===== src/design/mvb_ram.sv =====
// ----------------------------------------------------------------------------
// mvb_ram
// Generic simple dual-port RAM: one write port, one read port with the read
// data registered.
// ----------------------------------------------------------------------------
module mvb_ram #(
  parameter int WIDTH = 8,
  parameter int DEPTH = 16
) (
  input  logic                     clk,
  input  logic                     we,
  input  logic [$clog2(DEPTH)-1:0] waddr,
  input  logic [WIDTH-1:0]         wdata,
  input  logic                     re,
  input  logic [$clog2(DEPTH)-1:0] raddr,
  output logic [WIDTH-1:0]         rdata
);

  logic [WIDTH-1:0] mem [DEPTH];
  logic [WIDTH-1:0] rdata_r;

  always_ff @(posedge clk) begin
    if (we) begin
      mem[waddr] <= wdata;
    end
    if (re) begin
      rdata_r <= mem[raddr];
    end
  end

  assign rdata = rdata_r;

endmodule


===== config.mk =====
export PLATFORM = sky130hd
export DESIGN_NAME = mvb_ram
export DESIGN_NICKNAME = d
export VERILOG_FILES = /design/src/design/mvb_ram.sv
export SDC_FILE = /design/constraint.sdc
export NUM_CORES = 1
export LEC_CHECK = 0
export CAP_MARGIN = 20
export CORE_MARGIN = 1
export CORE_UTILIZATION = 55
export CTS_CLUSTER_DIAMETER = 80
export DETAILED_ROUTE_END_ITERATION = 8
export DONT_BUFFER_PORTS = 1
export PLACE_DENSITY = 0.77
export RECOVER_POWER = 100
export SYNTH_ARGS = -nofsm -noshare
export SYNTH_HDL_FRONTEND = slang
export SYNTH_SLANG_ARGS = --single-unit

===== constraint.sdc =====
create_clock -name clk -period 1.9 [get_ports clk]
set_input_delay 0.285 -clock clk [delete_from_list [all_inputs] [get_ports clk]]
set_output_delay 0.285 -clock clk [all_outputs]
set_load 0.02 [all_outputs]

# Yosys cells after proc, flatten, opt, wreduce, memory -nomap -nowiden
# Memory sizes are Yosys's and may differ from the RTL's. A register that Yosys moved wholly into a read port is not among the register bits.
# Cells that the tools add are included.
[op_classes]
n_mux = 2
[op_table]
columns = ["op", "count"]
rows = [
  ["$mux W1", 2],
]
[word_totals]
regBits = 0
ramBits = 128
input_bits = 19
out_inout_bits = 8
wordCells = 3
memories = 1
[mem_list]
columns = ["name", "words", "word_bits", "rd", "rd_ports_with_merged_regs", "write_ports", "line", "text"]
rows = [
  ["mem", 16, 8, 1, 1, 1, "19", "logic [WIDTH-1:0] mem [DEPTH];"],
]

# Longest topological paths before layout
# Gate-level depths: netlist of run 1.
[logic_depth]
ltp_word = 2
mapped_depth = 5
mapped_depth_nobuf = 3

# Least setup slack after synthesis of run 1
# Ideal clock, no wire load.
[synth_timing]
path_type = "input to register"
start = "input waddr[2]"
end = "memory mem[0][0] (enable)"
setup_time_ns = 0.383
arrival_time_ns = 1.395
t_required_ns = 1.517
path_slack_ns = 0.122
stages = 2
n_path_buf = 0
cell_sequence = "or3b_2 -> nor3_1"
[synth_lines]
columns = ["item", "line", "text"]
rows = [
  ["from (decl)", "12", "input logic [$clog2(DEPTH)-1:0] waddr,"],
  ["to (decl)", "19", ""],
]
# Straight into the memory's write port.

==> run metrics, run 1 <==
status finished clean; minimum clock period 1.531 ns; crit start category register; Arr. time, crit path 1.79 ns; GPL Wtd Cong 0.7236; r2r endpoint rdata[1]$_DFFE_PP_; vias in the first global route 2537; fin cells 406; Post-synth EDFFs 136; clk_lat worst skew 0.51 ns; CTS Hold Buffers Added 9; register share of total power 0.487; Critical R2R Launch mem[1][1]$_DFFE_PP_; post-synthesis adder-cell area fraction 0; crit path kind register to register; Slew headroom 0.5644; Synth Area in Compound Gates 0.02298; post-synth top area cell edfxtp_1; FFs w/ async S/R, synth 0; register area share after synthesis 0.7812; Max-Cap Viols 0; FF-to-FF path depth 3; CTS clk-pin slew, worst paths 0.06 ns; leakage 1.966 nW; #FFs+latches synth 136; Top FF cell, synth edfxtp_1; mapped cell area 5228 um2; switching part of the total power 0.1839; CP Launch Point mem[1][1]$_DFFE_PP_; final core utilization 0.6566; crit-path max cell delay 0.53 ns; Final Hold Fails 0; hpwl dp 5.619 mm; post-synth top area share 0.7812; die boundary width 99.49 um; flop2flop setup slack 0.37 ns; Post-DP Area 5430 um2; Worst path depth 3; CP max FO 1; post-route ant nets 0; I/O pin total 27; Filler Cell Count 591; Remaining Overflow, GRT 0; Max Clock Skew 0.01117 ns; Synth Area in XOR/XNOR 0; fin area 6067 um2; worst vdd ir 0.6427 mV; CTS-repair resized insts 0; synth-to-layout area growth 16.06%; Max clock buf depth 2; routed length per placed instance 24.40 um; clock root cell clkbuf_8; fin nets 283; Hold Crit Class primary input to register; 1st-pass router iterations 4; RSZ-0062 raised after global routing no; routed wire length 9.907 mm; Post-Synthesis Cells 229; largest net degree at the start of global routing 33; Setup crit end rdata[1]$_DFFE_PP_; combinational share of power 0.033; Internal Dissipation 5.739 mW; Design Power 7.033 mW; worst slew pin tran 0.6534 ns; Final Setup Violations 0; Antenna Cells 0; Synth cell types 18; Mapped Nets 248; postcts setup bufs 0; # DRC 0; period utilisation layout 0.8060; Max Slew Vio Count 0; power per cell area 1159 nW/um2; Max Clk Rate 653.0 MHz; GRT Overall Usage 0.2207; # rows 35; H-tree levels 4; Setup crit end kind register; Hold Path Stages 3; CP Data Required Time 2.16 ns; synth warn 0; sw power 1.293 mW; CTS Buf Count 17; main combinational cell family by area after synthesis multiplexers; initial antenna violation count 0; CP delay by family, top multiplexers; total number of vias 2462; Critical-path top delay cell mux4_1; syn avg cell area 22.83 um2; TNS Setup 0 ns; DR vias/cell 6.064; Placed Cells 365; Die H 99.49 um; Bufs and invs on worst path 0; IO Port Bufs 0; DIE AREA 9898 um2; starting density of the core 0.5657; share of cells above drive strength 1 0.1661; mux contribution to synthesized area 0.1479; DRT iter0 DRCs 225; CP cell instances mux4_1 > a22oi_1 > nand2_1; first-pass GRT wire length 14.89 mm; Core Region 9240 um2; CTS tree yes; Clock power frac 0.480; Area contributors post-synth edfxtp_1 78%, mux4_2 7.8%, mux4_1 7.0%; Clock Sinks 136; simple-gate portion of the synthesized area 0.03135
[worst min-delay path, cell delays in order]
cell,delay (ns)
mux4_1,0.13
a22oi_1,0.09
nand2_1,0.06
[state kept, by name (all words and copies together) (netlist names)]
signal	flops
mem	128
rdata	8
[power groups by stage]
stage,logic [mW],clock network (mW),registers [mW]
after global routing,0.249,3.51,3.43
after detailed placement,0.181,0,3.49
after CTS,0.240,3.40,3.43
after global placement,0.178,0,3.48
after floorplan,0.171,0,3.47
final,0.232,3.38,3.43
[logic make-up after synthesis]
logic type             count (synthesis)
buffers and inverters                 10
AOI/OAI and AO/OA                     16
and+or+nand+nor                       35
muxes                                 32
DFF                                  136
[synthesized netlist by cell type, types with 2 or more instances]
library cell       n
edfxtp_1         136
mux4_2            18
a22oi_1           16
mux4_1            14
nor2_1            13
nand2_1            9
nor3_1             4
buf_2              3
buf_6              3
clkdlybuf4s25_2    3
nand2b_1           2
nand3b_1           2
[stage by stage]
step           setup WS (ns)  hold slack, ns
2_1_floorplan         0.1221          0.3839
3_3_place_gp          0.4439          0.3849
3_5_place_dp          0.4066          0.3843
4_1_cts               0.3327          0.1416
5_1_grt               0.3112          0.1613
6_report              0.3686          0.1722
[how the worst min path moves through the flow]
stage / to / slack, ns / start
6_report: rdata[4]$_DFFE_PP_ / 0.17 / raddr[1]
5_1_grt: rdata[4]$_DFFE_PP_ / 0.16 / raddr[1]
4_1_cts: mem[0][6]$_DFFE_PP_ / 0.14 / waddr[0]
3_5_place_dp: mem[5][0]$_DFFE_PP_ / 0.38 / wdata[0]
3_3_place_gp: mem[7][4]$_DFFE_PP_ / 0.38 / wdata[4]
2_1_floorplan: mem[0][0]$_DFFE_PP_ / 0.38 / wdata[0]
[cells in the final DEF, fill, tap and decap left out]
cell           Yosys  final
a22oi_1           16     16
and2_1             1      1
and2b_1            1      1
buf_4              1      1
bufinv_16          0      5
clkbuf_1           0     20
clkbuf_16          0     16
clkbuf_8           0      1
clkinv_1           0      2
clkinv_2           0      4
dlygate4sd3_1      0      9
edfxtp_1         136    136
mux4_1            14     14
mux4_2            18     18
nand2_1            9      9
nand2b_1           2      2
nand3_1            1      1
nand3b_1           2      2
nor2_1            13     13
nor2b_1            1      1
nor3_1             4      4
or3b_2             1      1
[metal layers]
metal | vias to the layer above | routed length, um | track usage
met5 | - | 0 | 0
met4 | 0 | 104 | 0.1007
met3 | 11 | 646 | 0.05411
met2 | 109 | 4986 | 0.3397
met1 | 1287 | 4170 | 0.3043
li1 | 1055 | - | -
[cell type report]
cell class	count	area, um2	area share
Multi-Input combinational cell	83	1057	0.1743
Clock buffer	21	429.2	0.07074
Timing Repair Buffer	26	157.7	0.02598
Tap cell	129	161.4	0.02660
Sequential cell	136	4084	0.6731
Clock inverter	11	177.7	0.02928
No activity file was read; power rests on OpenSTA's default activity.
==> run 2: changes to the inputs <==
- PLACE_DENSITY: 0.77 -> 0.8
- clock period: 1.9 -> 1.4 ns (I/O delays scaled with it)
==> run metrics, run 2 (synthesis results as in run 1) <==
status finished, violations left; failing checks setup timing; leading cell types in the layout, fill and taps excluded 136 x edfxtp_1, 32 x mux4_2, 19 x clkbuf_1; Max-Cap Viols 0; leakage 1.892 nW; CTS tree yes; initial antenna violation count 0; commonest non-fill, non-tap cell in the layout edfxtp_1; crit start category register; Max Clk Rate 677.0 MHz; share of cells above drive strength 1 0.2383; clk_lat worst skew 0.52 ns; clock root cell clkbuf_8; minimum clock period 1.477 ns; worst slew pin tran 0.8647 ns; Hold Crit Class primary input to register; M1 GR Usage 0.3143; # rows 35; CP delay by family, top multiplexers; CP cell instances mux4_2 > a22oi_2 > nand2_1; Antenna Cells 0; 1st-pass router iterations 5; starting density of the core 0.5657; Final Worst Setup Slack -0.07704 ns; Final Setup Violations 6; I/O pin total 27; Die H 99.49 um; routed length per placed instance 25.31 um; period utilisation layout 1.055; worst vdd ir 1.086 mV; postcts setup bufs 0; Arr. time, crit path 1.73 ns; RSZ-0062 raised after global routing yes; H-tree levels 4; Setup crit end kind register; power per cell area 1572 nW/um2; largest net degree at the start of global routing 33; Top Usage Layer GRT met2; IO Port Bufs 0; DIE AREA 9898 um2; CTS Buf Count 17; grt met2 use 0.3472; GPL Wtd Cong 0.7559; Clock Sinks 136; DRT iter0 DRCs 236; hpwl dp 5.973 mm; Max Clock Skew 0.006828 ns; Slew headroom 0.4224; WHS 0.06401 ns; crit-path max cell delay 0.54 ns; Final Hold Fails 0; die boundary width 99.49 um; CP max FO 1; routed wire length 10.28 mm; GRT met3 Usage 0.07941; Bufs and invs on worst path 0; GRT Overall Usage 0.2292; total number of vias 2450; first-pass GRT wire length 15.26 mm; Core Region 9240 um2; max reg flops 128; crit path kind register to register; CP Data Required Time 1.66 ns; TNS Setup -0.2868 ns; post-route ant nets 0; Remaining Overflow, GRT 0; Max clock buf depth 2; DR vias/cell 6.034; fin nets 283; synth-to-layout area growth 15.41%; Max Slew Vio Count 0; Critical-path top delay cell mux4_2; largest reg by FF count mem; # DRC 0; CTS clk-pin slew, worst paths 0.06 ns; vias in the first global route 2584
==> run 2: changes by cell type in the layout (fill, tap and decap cells not counted), sizes merged <==
| cell | delta |
|---|---|
| clkinvlp | +2 |
| clkbuf | -1 |
| inv | +1 |
| bufinv | -1 |
| buf | -1 |
==> run 2: layout make-up <==
type / count / area [um2]
clock buffer: 19 / 421.7
fill: 593 / 3207
sequential: 136 / 4084
clock inverter: 13 / 177.7
tap: 129 / 161.4
multi-input combinational: 83 / 1035
timing repair buffer: 26 / 153.9
==> run 2: final timing paths <==
path / from / endpoint / slack, ns / cells after the start
setup / recovery: mem[3][0]$_DFFE_PP_ / rdata[0]$_DFFE_PP_ / -0.08 / 3
hold / removal: waddr[0] / mem[4][2]$_DFFE_PP_ / 0.06 / 2
setup reg to reg: mem[3][0]$_DFFE_PP_ / rdata[0]$_DFFE_PP_ / -0.08 / 3
hold reg to reg: mem[15][1]$_DFFE_PP_ / rdata[1]$_DFFE_PP_ / 0.74 / 3
==> run 2: routing by layer <==
metal	share of wire	routed length [um]
met1	0.42	4290
met4	0.023	236
met5	0	0
met2	0.48	4907
met3	0.082	843
==> run 2: report_power, final <==
part	internal [mW]	switching (mW)
clock	2.88	1.62
sequential	4.59	0.0558
combinational	0.159	0.179
==> run 2: worst reg2reg max path: cells and delay by family (launching register included) <==
family	cells	cell delay [ns]
flip-flops	1	0.42
multiplexers	1	0.54
AND/OR/NAND/NOR	1	0.10
AO/OA/AOI/OAI	1	0.17
==> run 2: through the flow <==
step | setup WS (ns) | instances | instance area (um2) | utilization | power, mW
global route | -0.09520 | 406 | 6033 | 0.6529 | 9.716
global placement | -0.05240 | 365 | 5396 | 0.5840 | 4.976
floorplan | -0.07615 | 229 | 5228 | - | 4.969
detailed placement | -0.08831 | 365 | 5396 | 0.5840 | 4.989
finish | -0.07704 | 406 | 6033 | 0.6529 | 9.482
CTS | -0.06872 | 406 | 6097 | 0.6599 | 9.535
==> run 2: repair_timing <==
item,4_1_cts,5_1_grt
cloned,0,0
endpoints found under the hold margin,136,0
gates resized for setup,4,3
pin swaps,4,2
hold buffers,9,0
endpoints found under the setup margin,8,8
